$ cat src/rtl/core/assert_macros.svh
// assertion helpers for the rtl
`ifndef ASSERT_MACROS_SVH
`define ASSERT_MACROS_SVH

// same-cycle implication, held off while in reset
`define ASSERT_SAME(label, clk, rst_n, ante, cons) \
    label: assert property (@(posedge clk) disable iff (!(rst_n)) (ante) |-> (cons)) \
        else $error("assertion failed");

// next-cycle implication, held off while in reset
`define ASSERT_NEXT(label, clk, rst_n, ante, cons) \
    label: assert property (@(posedge clk) disable iff (!(rst_n)) (ante) |=> (cons)) \
        else $error("assertion failed");

`endif

$ cat src/rtl/core/ftcp_pkg.sv
package ftcp_pkg;

    typedef enum logic [1:0] {
        PH_WAIT    = 2'd0,
        PH_TYPE    = 2'd1,
        PH_PAYLOAD = 2'd2
    } t_phase;

    localparam logic [7:0] CH_DOLLAR = 8'h24;
    localparam logic [7:0] CH_COMMA  = 8'h2C;
    localparam logic [7:0] CH_STAR   = 8'h2A;
    localparam logic [7:0] CH_MINUS  = 8'h2D;
    localparam logic [7:0] CH_PLUS   = 8'h2B;
    localparam logic [7:0] CH_ZERO   = 8'h30;

    // command name, first character at index 0
    localparam logic [3:0][7:0] CMD_NAME = {8'h48, 8'h54, 8'h43, 8'h50};
    localparam logic [2:0] CMD_LEN = 3'd4;

    localparam logic [15:0] LOW_RESET  = 16'd35;
    localparam logic [15:0] HIGH_RESET = 16'd60;

    typedef struct packed {
        logic [15:0] min_threshold;
        logic [15:0] max_threshold;
        logic        frame_done;
        logic        thresholds_updated;
    } t_result;

endpackage

$ cat src/rtl/core/framed_threshold_command_parser_unit.sv
// an accepted word goes from the input register through the parser update into the result register
// throughput: one word per cycle, sustained while the output side keeps taking words
// the rate is set by the parser update between the input and result registers
// reset: synchronous active-low; parser goes to waiting for '$', thresholds to 35 and 60,
// both valid flags cleared; data registers keep whatever they held
module framed_threshold_command_parser_unit #(
    parameter int TYPE_MAX    = 5,
    parameter int PAYLOAD_MAX = 10
) (
    input  logic        i_clk,
    input  logic        i_rst_n,
    // input stream
    input  logic        s_axis_tvalid,
    output logic        s_axis_tready,
    input  logic [7:0]  s_axis_tdata,   // [7:0] rx_byte
    // result stream
    output logic        m_axis_tvalid,
    input  logic        m_axis_tready,
    output logic [31:0] m_axis_tdata,   // [15:0] min_threshold, [31:16] max_threshold
    output logic        m_axis_tlast,   // frame_done
    output logic        m_axis_tuser    // thresholds_updated
);

    // input register stage
    logic       r_in_valid;
    logic [7:0] r_in_byte;

    // result register stage
    logic              r_out_valid;
    ftcp_pkg::t_result r_out;

    ftcp_pkg::t_result parse_result;
    logic              out_load;
    logic              step;

    // result register can take a word when empty or draining this cycle
    assign out_load = !r_out_valid || m_axis_tready;
    // parser advances exactly when the buffered word moves into the result register
    assign step     = r_in_valid && out_load;
    // input register frees up when empty or when its word moves on
    assign s_axis_tready = !r_in_valid || out_load;

    always_ff @(posedge i_clk) begin
        if (!i_rst_n) begin
            r_in_valid <= 1'b0;
        end else if (s_axis_tready) begin
            r_in_valid <= s_axis_tvalid;
        end
    end

    always_ff @(posedge i_clk) begin
        if (s_axis_tvalid && s_axis_tready) begin
            r_in_byte <= s_axis_tdata;
        end
    end

    // frame state, number accumulation and threshold update
    ftcp_parser #(
        .TYPE_MAX    (TYPE_MAX),
        .PAYLOAD_MAX (PAYLOAD_MAX)
    ) u_parser (
        .i_clk    (i_clk),
        .i_rst_n  (i_rst_n),
        .i_step   (step),
        .i_byte   (r_in_byte),
        .o_result (parse_result)
    );

    always_ff @(posedge i_clk) begin
        if (!i_rst_n) begin
            r_out_valid <= 1'b0;
        end else if (out_load) begin
            r_out_valid <= r_in_valid;
        end
    end

    always_ff @(posedge i_clk) begin
        if (step) begin
            r_out <= parse_result;
        end
    end

    assign m_axis_tvalid = r_out_valid;
    assign m_axis_tdata  = {r_out.max_threshold, r_out.min_threshold};
    assign m_axis_tlast  = r_out.frame_done;
    assign m_axis_tuser  = r_out.thresholds_updated;

    `include "assert_macros.svh"

    // an update only ever happens on the byte that closes a frame
    `ASSERT_SAME(a_update_closes_frame, i_clk, i_rst_n,
        m_axis_tvalid && m_axis_tuser, m_axis_tlast)
    // thresholds stay ordered from reset through every update
    `ASSERT_SAME(a_thresholds_ordered, i_clk, i_rst_n,
        m_axis_tvalid, $signed(m_axis_tdata[15:0]) < $signed(m_axis_tdata[31:16]))
    // input side only stalls when both stages are full and the output is held
    `ASSERT_SAME(a_stall_only_when_full, i_clk, i_rst_n,
        !s_axis_tready, r_in_valid && r_out_valid && !m_axis_tready)
    // a buffered word reaches the result register once the output drains
    `ASSERT_NEXT(a_word_advances, i_clk, i_rst_n,
        r_in_valid && out_load, r_out_valid)

endmodule

$ cat src/rtl/core/ftcp_parser.sv
module ftcp_parser #(
    parameter int TYPE_MAX    = 5,
    parameter int PAYLOAD_MAX = 10
) (
    input  logic              i_clk,
    input  logic              i_rst_n,
    input  logic              i_step,
    input  logic [7:0]        i_byte,
    output ftcp_pkg::t_result o_result
);

    localparam logic [2:0] TypeMax    = 3'(TYPE_MAX);
    localparam logic [3:0] PayloadMax = 4'(PAYLOAD_MAX);

    ftcp_pkg::t_phase r_phase, n_phase;
    logic [2:0]  r_type_count, n_type_count;
    logic        r_type_match, n_type_match;
    logic [3:0]  r_payload_count, n_payload_count;
    logic [1:0]  r_field_num, n_field_num;
    logic        r_field_start, n_field_start;
    logic        r_first_neg, n_first_neg;
    logic        r_second_neg, n_second_neg;
    logic [15:0] r_first_val, n_first_val;
    logic [15:0] r_second_val, n_second_val;
    logic [15:0] r_low, n_low;
    logic [15:0] r_high, n_high;
    logic        frame_done;
    logic        updated;
    logic [15:0] first_signed;
    logic [15:0] second_signed;

    // value * 10 + (signed char - '0'), wrapping at 16 bits
    function automatic logic [15:0] f_accum(logic [15:0] acc, logic [7:0] b);
        logic [15:0] ext;
        ext = {{8{b[7]}}, b};
        return {acc[12:0], 3'b000} + {acc[14:0], 1'b0} + ext - {8'h00, ftcp_pkg::CH_ZERO};
    endfunction

    assign first_signed  = r_first_neg  ? (16'd0 - r_first_val)  : r_first_val;
    assign second_signed = r_second_neg ? (16'd0 - r_second_val) : r_second_val;

    // next phase
    always_comb begin
        n_phase = r_phase;
        unique case (r_phase)
            ftcp_pkg::PH_WAIT: begin
                if (i_byte == ftcp_pkg::CH_DOLLAR) n_phase = ftcp_pkg::PH_TYPE;
            end
            ftcp_pkg::PH_TYPE: begin
                if (i_byte == ftcp_pkg::CH_COMMA) n_phase = ftcp_pkg::PH_PAYLOAD;
                else if (r_type_count >= TypeMax) n_phase = ftcp_pkg::PH_WAIT;
                else if (i_byte == ftcp_pkg::CH_STAR) n_phase = ftcp_pkg::PH_WAIT;
            end
            ftcp_pkg::PH_PAYLOAD: begin
                if (i_byte == ftcp_pkg::CH_STAR) n_phase = ftcp_pkg::PH_WAIT;
                else if (r_payload_count >= PayloadMax) n_phase = ftcp_pkg::PH_WAIT;
            end
            default: n_phase = ftcp_pkg::PH_WAIT;
        endcase
    end

    // field updates and per-byte flags
    always_comb begin
        n_type_count    = r_type_count;
        n_type_match    = r_type_match;
        n_payload_count = r_payload_count;
        n_field_num     = r_field_num;
        n_field_start   = r_field_start;
        n_first_neg     = r_first_neg;
        n_second_neg    = r_second_neg;
        n_first_val     = r_first_val;
        n_second_val    = r_second_val;
        n_low           = r_low;
        n_high          = r_high;
        frame_done      = 1'b0;
        updated         = 1'b0;
        unique case (r_phase)
            ftcp_pkg::PH_WAIT: begin
                if (i_byte == ftcp_pkg::CH_DOLLAR) begin
                    n_type_count = 3'd0;
                    n_type_match = 1'b1;
                end
            end
            ftcp_pkg::PH_TYPE: begin
                if (i_byte == ftcp_pkg::CH_COMMA) begin
                    n_type_match    = r_type_match && (r_type_count == ftcp_pkg::CMD_LEN);
                    n_payload_count = 4'd0;
                    n_field_num     = 2'd0;
                    n_field_start   = 1'b1;
                    n_first_neg     = 1'b0;
                    n_second_neg    = 1'b0;
                    n_first_val     = 16'd0;
                    n_second_val    = 16'd0;
                end else if (r_type_count >= TypeMax) begin
                    n_type_count = 3'd0;
                end else if (i_byte == ftcp_pkg::CH_STAR) begin
                    // empty payload reads as zero and zero, never an update
                    frame_done = 1'b1;
                end else begin
                    n_type_match = r_type_match && (r_type_count < ftcp_pkg::CMD_LEN)
                                   && (i_byte == ftcp_pkg::CMD_NAME[r_type_count[1:0]]);
                    n_type_count = r_type_count + 3'd1;
                end
            end
            ftcp_pkg::PH_PAYLOAD: begin
                if (i_byte == ftcp_pkg::CH_STAR) begin
                    frame_done = 1'b1;
                    if (r_type_match && ($signed(first_signed) < $signed(second_signed))) begin
                        n_low   = first_signed;
                        n_high  = second_signed;
                        updated = 1'b1;
                    end
                end else if (r_payload_count >= PayloadMax) begin
                    n_payload_count = 4'd0;
                end else begin
                    n_payload_count = r_payload_count + 4'd1;
                    if (i_byte == ftcp_pkg::CH_COMMA) begin
                        if (r_field_num < 2'd2) n_field_num = r_field_num + 2'd1;
                        n_field_start = 1'b1;
                    end else if (r_field_num < 2'd2) begin
                        n_field_start = 1'b0;
                        if (r_field_start && (i_byte == ftcp_pkg::CH_MINUS)) begin
                            if (r_field_num == 2'd0) n_first_neg = 1'b1;
                            else n_second_neg = 1'b1;
                        end else if (!(r_field_start && (i_byte == ftcp_pkg::CH_PLUS))) begin
                            if (r_field_num == 2'd0) n_first_val = f_accum(r_first_val, i_byte);
                            else n_second_val = f_accum(r_second_val, i_byte);
                        end
                    end
                end
            end
            default: ;
        endcase
    end

    always_ff @(posedge i_clk) begin
        if (!i_rst_n) begin
            r_phase         <= ftcp_pkg::PH_WAIT;
            r_type_count    <= 3'd0;
            r_type_match    <= 1'b0;
            r_payload_count <= 4'd0;
            r_field_num     <= 2'd0;
            r_field_start   <= 1'b1;
            r_first_neg     <= 1'b0;
            r_second_neg    <= 1'b0;
            r_first_val     <= 16'd0;
            r_second_val    <= 16'd0;
            r_low           <= ftcp_pkg::LOW_RESET;
            r_high          <= ftcp_pkg::HIGH_RESET;
        end else if (i_step) begin
            r_phase         <= n_phase;
            r_type_count    <= n_type_count;
            r_type_match    <= n_type_match;
            r_payload_count <= n_payload_count;
            r_field_num     <= n_field_num;
            r_field_start   <= n_field_start;
            r_first_neg     <= n_first_neg;
            r_second_neg    <= n_second_neg;
            r_first_val     <= n_first_val;
            r_second_val    <= n_second_val;
            r_low           <= n_low;
            r_high          <= n_high;
        end
    end

    assign o_result.min_threshold      = n_low;
    assign o_result.max_threshold      = n_high;
    assign o_result.frame_done         = frame_done;
    assign o_result.thresholds_updated = updated;

endmodule

$ cat config.mk
export PLATFORM = sky130hd
export DESIGN_NAME = framed_threshold_command_parser_unit
export DESIGN_NICKNAME = d
export VERILOG_FILES = /design/src/rtl/core/ftcp_pkg.sv /design/src/rtl/core/framed_threshold_command_parser_unit.sv /design/src/rtl/core/ftcp_parser.sv
export VERILOG_INCLUDE_DIRS = /design/src /design/src/rtl/core
export SDC_FILE = /design/constraint.sdc
export NUM_CORES = 1
export LEC_CHECK = 0
export ABC_AREA = 1
export ABC_CLOCK_PERIOD_IN_PS = 2700
export BUFFER_PORTS_ARGS = -buffer_cell sky130_fd_sc_hd__buf_2
export CAP_MARGIN = 20
export CELL_PAD_IN_SITES_DETAIL_PLACEMENT = 0
export CELL_PAD_IN_SITES_GLOBAL_PLACEMENT = 1
export CORE_ASPECT_RATIO = 0.75
export CORE_MARGIN = 1
export CORE_UTILIZATION = 36
export CTS_BUF_LIST = sky130_fd_sc_hd__clkbuf_2 sky130_fd_sc_hd__clkbuf_4 sky130_fd_sc_hd__clkbuf_8
export CTS_CLUSTER_SIZE = 12
export DETAILED_ROUTE_END_ITERATION = 16
export PLACE_DENSITY_LB_ADDON = 0.25
export SLEW_MARGIN = 25
export SYNTH_ARGS = -nofsm -noshare
export SYNTH_HDL_FRONTEND = slang
export SYNTH_SLANG_ARGS = --single-unit
$ cat constraint.sdc
create_clock -name i_clk -period 2.7 [get_ports i_clk]
set_input_delay 0.135 -clock i_clk [delete_from_list [all_inputs] [get_ports i_clk]]
set_output_delay 0.135 -clock i_clk [all_outputs]
set_load 0.005 [all_outputs]
Yosys cells after proc, flatten, opt, wreduce, memory -nomap -nowiden --
Index checks and enable logic that the tools add are counted.
Word-level totals: register bits 123, input port bits 12, word-level logic and storage cells 171
Cells by class: add/subtract/negate cells 11, $lt $le $gt $ge 6, eq/ne operators 28, multiplexer cells 80, reduce and logical (&&, ||, !) cells 27
Operator list (number):
- 16-bit 2-to-1 mux | 23
- 16-bit adder | 4
- 16-bit case mux with 2 select lines | 2
- 8-bit by 6-bit == test with 1-bit output, second input constant | 5
- 1-bit by 16-bit subtractor with 16-bit output, first input constant | 2
- 16-bit by 6-bit subtractor with 16-bit output, second input constant | 2
- 1-bit 2-to-1 mux | 26
- 2-bit 2-to-1 mux | 11
- 10-bit AND reduction | 2
- 9-bit AND reduction | 2
- 8-bit binary-select mux with 2-bit select | 1
- 16-bit less-than comparator | 1
- 2-bit inequality test, second input constant | 7
- 3-bit 2-to-1 mux | 4
- 4-bit 2-to-1 mux | 3
- 2-bit by 1-bit inequality test with 1-bit output, second input constant | 6
- 1-bit case mux with 2 select lines | 5
- 5-bit AND reduction | 2
- 8-bit == test | 1
- 1-bit logical AND | 8
- 8-bit 2-to-1 mux | 1
- 4-bit case mux with 2 select lines | 1
- 4-bit AND reduction | 2
- 7-bit AND reduction | 1
- other kinds (24) | 30

Longest topological paths before layout --
Gate-level depths: netlist of run 1.
depth after elaboration 11, depth in mapped cells 24, depth with buffers taken out 23

Modules after synthesis --
Synthesis of run 1 repeated with hierarchy kept, for this count alone.
Unflattened totals: cells, all modules 1249, area, all modules 9106.2 µm²
By module, submodules not included:
- ftcp_parser | instances 1, cells an instance 1194, area each 7749.9 µm², seq. area each 1581.5 µm²
- framed_threshold_command_parser_unit | instances 1, cells an instance 55, area each 1356.3 µm², seq. area each 1301.2 µm²

Worst setup path after synthesis of run 1 --
OpenSTA, ideal clock, no wires.
kind reg-to-reg, start register r_in_byte[3], end register u_parser.r_second_val[15], setup time 0.066 ns, data arrival time 2.867 ns, required time 2.634 ns, setup slack -0.233 ns, stages on the path, launching flop included 13, buffers on the path 0, period minus slack after synthesis 2.933 ns, cells stage by stage edfxtp_1 fa_1 fa_1 inv_1 fa_1 o21ai_0 nand3_1 nand3_1 nand3b_1 nand3_1 nor2_1 nor2_1 nor2_1
On the way: word-level cells in the longest chain between the ends 10
Ends and longest elaborated chain:
- start: declaration | RTL line framed_threshold_command_parser_unit.sv:26 | logic [7:0] r_in_byte;
- start signal: assignment | RTL line framed_threshold_command_parser_unit.sv:53 | r_in_byte <= s_axis_tdata;
- 16-bit adder | RTL line ftcp_parser.sv:36 | return {acc[12:0], 3'b000} + {acc[14:0], 1'b0} + ext - {8'h00, ftcp_pkg::CH_ZERO};
- 16-bit by 6-bit subtractor with 16-bit output | RTL line ftcp_parser.sv:36
- 16-bit 2-to-1 mux | RTL line ftcp_parser.sv:126 | if (r_field_num == 2'd0) n_first_val = f_accum(r_first_val, i_byte);
- 16-bit 2-to-1 mux | RTL line ftcp_parser.sv:125 | end else if (!(r_field_start && (i_byte == ftcp_pkg::CH_PLUS))) begin
- 16-bit 2-to-1 mux | RTL line ftcp_parser.sv:122 | if (r_field_start && (i_byte == ftcp_pkg::CH_MINUS)) begin
- 16-bit 2-to-1 mux | RTL line ftcp_parser.sv:120 | end else if (r_field_num < 2'd2) begin
- 16-bit 2-to-1 mux | RTL line ftcp_parser.sv:117 | if (i_byte == ftcp_pkg::CH_COMMA) begin
- 16-bit 2-to-1 mux | RTL line ftcp_parser.sv:113 | end else if (r_payload_count >= PayloadMax) begin
- 16-bit 2-to-1 mux | RTL line ftcp_parser.sv:106 | if (i_byte == ftcp_pkg::CH_STAR) begin
- 16-bit case mux with 2 select lines | RTL line ftcp_parser.sv:77 | unique case (r_phase)
- end signal: assignment | RTL line ftcp_parser.sv:160 | r_second_val <= n_second_val;
- end: declaration | RTL line ftcp_parser.sv:24 | logic [15:0] r_second_val, n_second_val;
Several ways; a longest one is shown, not always the timed one. The select of a mux whose other input is x is not followed. A chain may end at the register's enable or synchronous reset.

==> results of run 1 <==
==> what timing repair did <==
item	CTS	global route
setup buffers	36	15
endpoints found under the setup margin	84	86
hold buffers	12	0
hold endpoints to repair	16	0
gates cloned	7	1
gates resized for setup	173	233
pin swaps	119	95
==> worst max-delay path, delay by kind of cell (launching register included) <==
kind / cells / cell delay [ns]
DFF: 1 / 0.35
and+or+nand+nor: 11 / 1.25
xor gates and xnor gates: 1 / 0.22
buffers and inverters: 5 / 0.52
AOI/OAI and AO/OA: 1 / 0.11
adders and majority gates: 2 / 0.32
==> path summary, 6_finish.rpt <==
| kind | slack, ns | endpoint | from |
|---|---|---|---|
| setup / recovery | -0.31 | m_axis_tdata[20] | u_parser.r_second_val[1] |
| hold reg to reg | 0.47 | u_parser.r_low[0] | u_parser.r_low[0] |
| hold / removal | 0.36 | r_in_byte[0] | s_axis_tdata[0] |
| setup reg to reg | -0.31 | m_axis_tdata[20] | u_parser.r_second_val[1] |
==> report_power, final <==
| part | internal, uW | switching, uW |
|---|---|---|
| clock network | 737 | 880 |
| registers | 1990 | 45.7 |
| logic | 481 | 541 |
| total | 3210 | 1470 |
==> metrics by stage <==
step / power (uW) / cell area [sq um] / std cells
final: 4670 / 13800 / 1845
after CTS: 4540 / 12700 / 1831
after global placement: 2760 / 11000 / 1745
after detailed placement: 2770 / 11000 / 1745
after global routing: 4890 / 13800 / 1845
after floorplan: 2520 / 9260 / 1239
==> registers in the layout, indices dropped and copies added, names as in the netlist, 2 cells and up <==
| signal | cells |
|---|---|
| u_parser.r_second_val | 16 |
| u_parser.r_field_num | 2 |
| m_axis_tdata | 32 |
| u_parser.r_payload_count | 4 |
| u_parser.r_low | 16 |
| u_parser.r_type_count | 3 |
| u_parser.r_high | 16 |
| u_parser.r_phase | 2 |
| r_in_byte | 8 |
| u_parser.r_first_val | 16 |
==> synthesized netlist by cell type (all sizes together), types with 2 or more instances <==
master / number / share of area
a21boi: 2 / 0.0016
a21oi: 79 / 0.048
and2: 10 / 0.0068
buf: 22 / 0.019
clkbuf: 19 / 0.0082
dfxtp: 81 / 0.18
edfxtp: 42 / 0.14
fa: 26 / 0.057
ha: 81 / 0.11
inv: 185 / 0.075
nand2: 284 / 0.12
nand3: 81 / 0.046
nand3b: 4 / 0.0033
nand4: 45 / 0.032
nor2: 161 / 0.069
nor3: 13 / 0.0088
nor3b: 2 / 0.0016
nor4: 2 / 0.0020
o211ai: 2 / 0.0016
o21a: 2 / 0.0016
o21ai: 33 / 0.018
o21bai: 4 / 0.0033
or2: 6 / 0.0041
xnor2: 14 / 0.013
xor2: 32 / 0.030
==> routing by layer <==
| layer | GRT usage | vias up |
|---|---|---|
| met1 | 0.311 | 4238 |
| met5 | 0 | - |
| met2 | 0.319 | 150 |
| li1 | - | 4505 |
| met3 | 0.0346 | 24 |
| met4 | 0.0487 | 0 |
==> final cells by class <==
cell class	instances	area, sq um
repair inverters	2	27.5
fillers	2320	11300
flip-flops and latches	123	2900
well taps	338	423
inverters	185	731
clock buffers	17	234
repair buffers	275	2310
multi-input cells	890	6990
clock inverters	15	140
==> kinds of logic (layout without fill, tap and decap cells) <==
group / after synthesis / in the layout / synth area share
simple gates: 609 / 609 / 0.294
buf+inv: 226 / 494 / 0.103
compound gates: 128 / 128 / 0.0791
flops: 123 / 123 / 0.313
fa+ha+maj: 107 / 107 / 0.167
xor+xnor: 46 / 46 / 0.0438
==> impl_results.md, run 1 <==
- Die Area: 26,200 sq um
- Final hold vios: 0
- CP Capture Type: flip-flop
- Vias in the first global route: 8,465
- Failing checks: negative setup slack
- Layout net count: 1,613
- Largest net degree at the start of global routing: 92
- WL met2: 12.2 mm
- GPL Wtd Cong: 0.803
- Routed Antenna Nets: 0
- Startpoint types: flip-flop
- CP Class: flip-flop to flip-flop
- Starting Density: 0.368
- Top_reg_cell synth: dfxtp_1
- Synthesized flop and latch total: 123
- Maximum root-to-sink buffer count: 2
- ANT cells: 0
- VDD IR max: 312 uV
- Post-layout util: 0.550
- Vias: 8,917
- Most frequent cells in the layout: nand2_1, buf_4, inv_1, nor2_1, dfxtp_1
- Fmax: 332 MHz
- # H-tree levels: 4
- Clock transition at path regs: 0.09 ns
- Setup TNS: -18.06 ns
- Worst Max-Slew Pin Slew: 0.813 ns
- Rel. slew slack: 0.458
- Most common cell after layout, fill and taps aside: nand2_1
- Minimum hold slack: 0.357 ns
- Core box area: 25,000 sq um
- Initial antenna violation count: 0
- Worst hold path type: input pin to flip-flop
- Setup-failing EPs final: 84
- Max Used Layer: met4
- Sink Count: 123
- Number of max-cap violations: 0
- Final wirelength: 27.6 mm
- Die H: 140 microns
- Syn_area_per_cell: 7.43 sq um
- Library cells used by synthesis: 52
- Die Wd: 187 microns
- Mapped cell area: 9200 sq um
- Met3 WL: 993 microns
- Crit path max fanout: 8
- Power per Cell Area: 340 nW/um^2
- Number of remaining DRC errors: 0
- DRT iter0 DRCs: 503
- Critical Path AT: 3.24 ns
- WL met1: 14.1 mm
- CTS tree: yes
- TritonCTS Buffers: 17
- Post-route setup slack: -0.315 ns
- Drt pass-1 iters: 5
- Grt ovf: 0
- Layout cells sized above 1: 0.429
- Hold depth: 2
- HPWL after detailed placement: 18.9 mm
- RSZ-0062 raised after global routing: yes
- Syn Nets: 1,358
- Critical-path cell list: inv_4, ha_4, nand3_4, nor2_4, nand3_2, nand2_2, xor2_1, inv_1, ha_1, nand2_1, inv_1, o21ai_1, nand2_1, nor2_2, buf_4, nand3_4, nand3_4, buf_12, nand2_4, and2_4
- Synth warn: 0
- DR WL/cell: 15.0 microns
- Worst-skew pair later-pin latency: 0.48 ns
- Cells after Synth: 1,239
- Worst path most repeated cell: nand3_4
- Share of synthesized registers carrying an async set or reset: 0
- Register area share after synthesis: 0.313
- Slowest cell on crit path: dfxtp_2
- Minimum clock period: 3.01 ns
- Tcrit/Tclk final: 1.12
- Overall Global Routing Usage: 0.210
- Port bufs: 47
- Number of enable flip-flop cells after synthesis: 42
- Max-slew violations: 0
- Fin Clk Skew: 0.0200 ns
- Row count: 50
- R2R cell count: 20
- I/O pins: 48
- Vias per cell: 4.83
- Setup Slack @ Placement: -0.399 ns
- Outcome: complete, but fails checks
- Critical Path RT: 2.93 ns
- Leakage: 0.00620 uW
- Syn-to-layout area delta: 49.5%
- Slowest Stage Delay on Critical Path: 0.35 ns
- First-pass GRT wire length: 43.5 mm
- Root buffer cell: clkbuf_8
(Power assumes the default switching activity.)
==> run 2: changes to the inputs <==
==> constraint.sdc (replaced) <==
create_clock -name i_clk -period 2.7 [get_ports i_clk]
set_input_delay 0.405 -clock i_clk [delete_from_list [all_inputs] [get_ports i_clk]]
set_output_delay 0.405 -clock i_clk [all_outputs]
set_load 0.005 [all_outputs]
==> run 2 against run 1 <==
  * The flow still finishes with violations (negative setup slack)
  * First-iteration DRC count shrank 2.4%
  * Register-to-register slack gained 0.06 ns
  * Sequential power is essentially flat
  * Die area is the same
  * Setup slack gained 0.064 ns
  * Fmax grew 2.2%
  * Power shrank 1.8%
  * Clock skew is essentially flat
  * Critical path type unchanged
  * Highest routed layer unchanged
==> impl_results.md, run 2 (synthesis results as in run 1) <==
- Outcome: complete, but fails checks
- Failing checks: negative setup slack
- Core box area: 25,000 sq um (unchanged)
- Vias: 8,676 (-2.7%)
- Fmax: 339 MHz (+2.2%)
- Fillers: 2,346 (+1.1%)
- Syn-to-layout area delta: 47.7%
- Reg power frac: 0.443 (+0.008)
- Crit path max fanout: 6 (-2)
- GPL Wtd Cong: 0.828 (+3.1%)
- Vias per cell: 4.75 (-1.7%)
- CP Class: flip-flop to flip-flop
- Minimum clock period: 2.95 ns (-0.0641 ns)
- Startpoint types: flip-flop
- Starting Density: 0.368 (unchanged)
- Drt pass-1 iters: 5 (unchanged)
- Layout cells sized above 1: 0.426 (-0.00325)
- Final hold vios: 0 (unchanged)
- Die Area: 26,200 sq um (unchanged)
- Tcrit/Tclk final: 1.09 (-0.0237)
- PnR Total Power: 4590 uW (-1.8%)
- Grt ovf: 0 (unchanged)
- Critical Path RT: 2.90 ns (-0.03 ns)
- Rel. slew slack: 0.662 (+0.204)
- Routed Antenna Nets: 0 (unchanged)
- ANT cells: 0 (unchanged)
- Worst Max-Slew Pin Slew: 0.502 ns (-0.311 ns)
- Root buffer cell: clkbuf_8
- Sw frac: 0.317 (+0.00295)
- DRT iter0 DRCs: 491 (-2.4%)
- CTS tree: yes
- Fin Clk Skew: 0.0201 ns (+0.000105 ns)
- Overall Global Routing Usage: 0.195 (-0.0158)
- Port bufs: 47 (unchanged)
- Post-route setup slack: -0.251 ns (+0.0641 ns)
- TritonCTS Buffers: 17 (unchanged)
- First-pass GRT wire length: 40.7 mm (-6.4%)
- Most common cell after layout, fill and taps aside: nand2_1
- Critical Path AT: 3.15 ns (-0.09 ns)
- Max-slew violations: 0 (unchanged)
- Die Wd: 187 microns (unchanged)
- DR WL/cell: 14.5 microns (-2.8%)
- CTS Hold Bufs: 0 (-12)
- Sink Count: 123 (unchanged)
- Reg area: 2900 sq um (about the same)
- HPWL after detailed placement: 18.6 mm (-1.8%)
- Clock Power Share: 0.325 (-0.021)
- Layout net count: 1,594 (-1.2%)
- I/O pins: 48 (unchanged)
- VDD IR max: 263 uV (-16%)
- Worst-skew pair later-pin latency: 0.46 ns (-0.02 ns)
- Row count: 50 (unchanged)
- Number of max-cap violations: 0 (unchanged)
- Final wirelength: 26.6 mm (-3.8%)
- Net Sw Power: 1450 uW (-0.86%)
- RSZ-0062 raised after global routing: yes
- Largest net degree at the start of global routing: 69 (-25%)
- Maximum root-to-sink buffer count: 2 (unchanged)
- Multi-input gate area: 7120 sq um (+1.8%)
- Initial antenna violation count: 0 (unchanged)
- Leakage: 0.00614 uW (-0.93%)
- Post-layout util: 0.543 (-0.00640)
- Logic pwr share: 0.232 (+0.013)
- Clock transition at path regs: 0.08 ns (about the same)
- Internal: 3130 uW (-2.2%)
- CP Capture Type: flip-flop
- # H-tree levels: 4 (unchanged)
- Most frequent cells in the layout: nand2_1, buf_4, inv_1, nor2_1, dfxtp_1
- Setup-failing EPs final: 81 (-3.6%)
- Setup Slack @ Placement: -0.398 ns (+0.000552 ns)
- Die H: 140 microns (unchanged)
- Worst hold path type: input pin to flip-flop
- Largest register FFs: 32 (unchanged)
- Minimum hold slack: 0.124 ns (-0.232 ns)
- Vias in the first global route: 7,999 (-5.5%)
- Number of remaining DRC errors: 0 (unchanged)
- Power per Cell Area: 338 nW/um^2 (-0.62%)
## run 2: cell types whose count changed in the layout (fill, tap and decap cells not counted), sizes merged
cell / change
buf: -5
bufbuf: -2
bufinv: -1
clkbuf: +2
clkinv: +4
dlygate4sd3: -12
inv: -5
## run 2: final cells by class
type                    count  area share
flip-flops and latches    123       0.213
well taps                 338      0.0311
clock buffers              18      0.0178
inverters                 185      0.0531
repair inverters            1     0.00120
clock inverters            14     0.00745
multi-input cells         890       0.524
repair buffers            257       0.153
## run 2: stage by stage
stage                     area (sq um)  cells  setup TNS, ns
after CTS                        12000   1804          -6.22
after floorplan                   9260   1239        -0.0342
final                            13600   1826         -14.82
after global routing             13600   1826         -26.37
after detailed placement         11000   1752         -21.68
after global placement           11000   1752         -20.16
## run 2: power by group through the flow
stage          clock (uW)  sequential (uW)  combinational, uW
3_5_place_dp            0             2060                716
5_1_grt              1610             2040               1160
2_1_floorplan           0             2070                455
3_3_place_gp            0             2060                714
4_1_cts              1530             2020                768
6_report             1490             2030               1060
## run 2: path summary, 6_finish.rpt
kind         cells after the start  slack (ns)           endpoint                      from
min reg2reg                      2        0.47  u_parser.r_low[5]         u_parser.r_low[5]
max                             21       -0.25   m_axis_tdata[27]  u_parser.r_second_val[4]
min                              1        0.12       r_in_byte[5]           s_axis_tdata[5]
max reg2reg                     21       -0.25   m_axis_tdata[27]  u_parser.r_second_val[4]
## run 2: repair_timing
item / in CTS / in global routing
pin swaps: 23 / 146
buffers inserted: 18 / 23
endpoints found under the setup margin: 82 / 85
resized for setup: 122 / 305
gates cloned: 2 / 3
## run 2: layer usage
metal / track usage / wire (microns) / vias to the layer above
met5: 0 / 0 / -
met4: 0.0431 / 268 / 0
met3: 0.0323 / 929 / 16
met2: 0.283 / 11500 / 138
met1: 0.297 / 13800 / 4056
li1: - / - / 4466
## run 2: worst max-delay path, stage by stage, from the launching register on
cell       delay, ns
dfxtp_4         0.38
nor2_4          0.11
nand2_1         0.06
nor2_2          0.10
buf_6           0.13
buf_4           0.10
nand2_2         0.04
nand2_2         0.07
xor2_2          0.21
inv_2           0.08
ha_4            0.22
nand2_2         0.05
inv_1           0.03
o21bai_1        0.16
a21oi_2         0.09
nor2_4          0.12
nand2_2         0.08
nand2_4         0.10
nand3_4         0.19
clkbuf_16       0.25
nand2_4         0.06
nand2_1         0.04
==> run 3: changes to the inputs <==
ABC_AREA = 0   (was 1)
TNS_END_PERCENT = 30   (was unset)
==> run 3 against run 2 <==
  * The run still ends with negative setup slack left
  * Hold slack gained 0.0045 ns
  * Clock power is 20% higher
  * Power fell by 5.1%
  * First-iteration DRC count shrank 25%
  * Core utilization decreased by 5.8 points
  * Clock skew fell by 0.0071 ns
  * Clock-buffer cell count fell by 1
  * Final area decreased by 17%
  * Fmax shrank 23%
  * Global-route usage fell by 0.18 points
  * Highest routed layer unchanged
==> impl_results.md, run 3 <==
- Largest net degree at the start of global routing: 41 (-41%)
- GPL Wtd Cong: 0.814 (-1.7%)
- First-pass GRT wire length: 36.8 mm (-9.6%)
- Maximum root-to-sink buffer count: 2 (unchanged)
- ANT cells: 0 (unchanged)
- Most frequent cells in the layout: buf_4, nand2_1, inv_1, dfxtp_1, ha_1
- Multi-input gate area: 5450 sq um (-23%)
- Synth warn: 0 (unchanged)
- Root buffer cell: clkbuf_8
- Routed Antenna Nets: 0 (unchanged)
- Worst Max-Slew Pin Slew: 0.698 ns (+0.196 ns)
- Overall Global Routing Usage: 0.193 (-0.00185)
- Max-slew violations: 0 (unchanged)
- Failing checks: negative setup slack
- Number of remaining DRC errors: 0 (unchanged)
- Sink Count: 123 (unchanged)
- Placed Area: 10,400 sq um (-5.6%)
- Largest register FFs: 32 (unchanged)
- Synth top area share: 0.188 (+0.0116)
- Vias in the first global route: 6,829 (-15%)
- Row count: 48 (-4.0%)
- CP top delay family: simple AND/OR/NAND/NOR gates
- Register area share after synthesis: 0.334 (+0.0206)
- Die H: 136 microns (-3.1%)
- Die Area: 24,600 sq um (-6.1%)
- # H-tree levels: 4 (unchanged)
- Post-route setup slack: -1.16 ns (-0.905 ns)
- Drt pass-1 iters: 5 (unchanged)
- Cells after Synth: 903 (-27%)
- Worst path bufs/invs: 2 (-3)
- Starting Density: 0.372 (+0.00380)
- CTS Hold Bufs: 0 (unchanged)
- Synthesized flop and latch total: 123 (unchanged)
- DRT iter0 DRCs: 367 (-25%)
- CTS tree: yes
- VDD IR max: 281 uV (+6.8%)
- Fmax: 259 MHz (-23%)
- Fin Clk Skew: 0.0130 ns (-0.00712 ns)
- Reg area: 2890 sq um (-0.26%)
- Syn Nets: 1,022 (-25%)
- Top cell type by total area after synthesis: dfxtp_1
- Critical Path AT: 4.06 ns (+0.91 ns)
- Worst path most repeated cell: mux2_4
- Core box area: 23,200 sq um (-7.1%)
- Outcome: complete, but fails checks
- Share of synthesized registers carrying an async set or reset: 0 (unchanged)
- Initial antenna violation count: 0 (unchanged)
- RSZ-0062 raised after global routing: yes
- Startpoint types: flip-flop
- CP Capture Type: flip-flop
- Number of enable flip-flop cells after synthesis: 42 (unchanged)
- Top_reg_cell synth: dfxtp_1
- TritonCTS Buffers: 17 (unchanged)
- Top post-synthesis cells by area: dfxtp_1, edfxtp_1, ha_1
- Layout net count: 1,247 (-22%)
- Design area: 11,300 sq um (-17%)
- WL met2: 9.87 mm (-14%)
- Slowest Stage Delay on Critical Path: 0.54 ns (+0.16 ns)
- Leakage: 0.00479 uW (-22%)
- Number of max-cap violations: 0 (unchanged)
- Post-layout util: 0.486 (-0.0577)
- Rel. slew slack: 0.535 (-0.127)
- Syn_area_per_cell: 9.56 sq um (+29%)
- Minimum hold slack: 0.129 ns (+0.00447 ns)
- Commonest cells in the netlist: nand2_1, inv_1, dfxtp_1, ha_1, xnor2_1
- I/O pins: 48 (unchanged)
- Final wirelength: 22.4 mm (-15%)
- Power per Cell Area: 386 nW/um^2 (+14%)
- Minimum clock period: 3.86 ns (+0.905 ns)
- Library cells used by synthesis: 68 (+31%)
- HPWL after detailed placement: 17.5 mm (-5.8%)
- Critical-path cell list: or4_4, or3_4, o41ai_4, xnor2_2, inv_1, ha_1, and4_1, a221o_1, a41oi_2, mux2_4, buf_12, mux2_4
- CP Class: flip-flop to flip-flop
- Most common cell after layout, fill and taps aside: buf_4
- Vias per cell: 4.82 (+1.5%)
- Slowest cell on crit path: or4_4
- Syn-to-layout area delta: 30.7%
- Vias: 6,950 (-20%)
- Clock transition at path regs: 0.09 ns (about the same)
- Layout cells sized above 1: 0.326 (-0.100)
- WL met1: 11.8 mm (-15%)
- Met3 WL: 576 microns (-38%)
- Fillers: 2,211 (-5.8%)
- DR WL/cell: 15.6 microns (+7.1%)
- Mapped cell area: 8640 sq um (-6.2%)
- Grt ovf: 0 (unchanged)
- Final hold vios: 0 (unchanged)
- Port bufs: 47 (unchanged)
- Count leader, synth: nand2_1
- Max Used Layer: met4
- Setup TNS: -73.27 ns (-58.45 ns)
- Tcrit/Tclk final: 1.43 (+0.335)
- Setup-failing EPs final: 81 (unchanged)
- Worst hold path type: input pin to flip-flop
- Die Wd: 181 microns (-3.1%)
- Worst-skew pair later-pin latency: 0.45 ns (about the same)
- Critical Path RT: 2.91 ns (about the same)
- Crit path max fanout: 16 (+10)
==> run 3: cell count changes in the layout (fill, tap and decap cells not counted), moves of 20 or more <==
cell / delta
mux2i_1: +33
inv_2: -23
nand2_1: -64
nand4_1: -41
xnor2_1: +36
nor2_1: -103
ha_1: +35
ha_4: -36
nand3_2: -37
a21oi_2: -20
nand2_2: -58
mux2_4: +29
nand2_4: -44
inv_1: -45
==> run 3: report_power, final <==
part / switching, uW / internal, uW / leakage [uW] / total, uW
Combinational: 325 / 285 / 0.00356 / 609
Sequential: 16.9 / 1940 / 0.00102 / 1950
Clock: 860 / 931 / 0.000206 / 1790
==> run 3: cell type report <==
type | instances | share of cell area
Clock buffer | 17 | 0.0207
Clock inverter | 15 | 0.0166
Inverter | 108 | 0.0359
Multi-Input combinational cell | 641 | 0.483
Sequential cell | 123 | 0.256
Tap cell | 300 | 0.0333
Timing Repair Buffer | 237 | 0.154
==> run 3: metal layers <==
| metal | GRT usage | vias up |
|---|---|---|
| met5 | 0 | - |
| met3 | 0.0273 | 14 |
| li1 | - | 3583 |
| met4 | 0.0494 | 0 |
| met1 | 0.276 | 3259 |
| met2 | 0.304 | 94 |
==> run 3: final timing paths <==
path | startpoint | to | slack, ns | cells after the start
worst max-delay path | u_parser.r_second_val[6] | m_axis_tdata[5] | -1.16 | 12
worst min-delay path | s_axis_tdata[2] | r_in_byte[2] | 0.13 | 1
worst max register to register | u_parser.r_second_val[6] | m_axis_tdata[5] | -1.16 | 12
worst min register to register | u_parser.r_second_val[5] | u_parser.r_second_val[5] | 0.46 | 2
==> run 3: logic make-up (layout without fill, tap and decap cells) <==
group,Yosys count,count (layout),synth area share
AND/OR/NAND/NOR,246,246,0.135
AO/OA/AOI/OAI,160,160,0.126
buffers and inverters,139,377,0.0711
flip-flops,123,123,0.334
adder cells (fa/ha/maj),107,107,0.178
multiplexers,67,67,0.0952
XOR/XNOR,61,61,0.0619
==> run 3: through the flow <==
step	worst slack (ns)	total power [uW]	instances
2_1_floorplan	-1.15	2330	903
3_3_place_gp	-1.12	2560	1392
3_5_place_dp	-1.18	2560	1392
4_1_cts	-1.14	4380	1439
5_1_grt	-1.27	4550	1441
6_report	-1.16	4350	1441
==> run 3: repair_timing <==
item                                    CTS  global route
endpoints found under the hold margin     0             0
pin swaps                                18             6
gates cloned                              0             0
gates resized for setup                  34            35
endpoints found under the setup margin   84            87
buffers inserted                         15             3
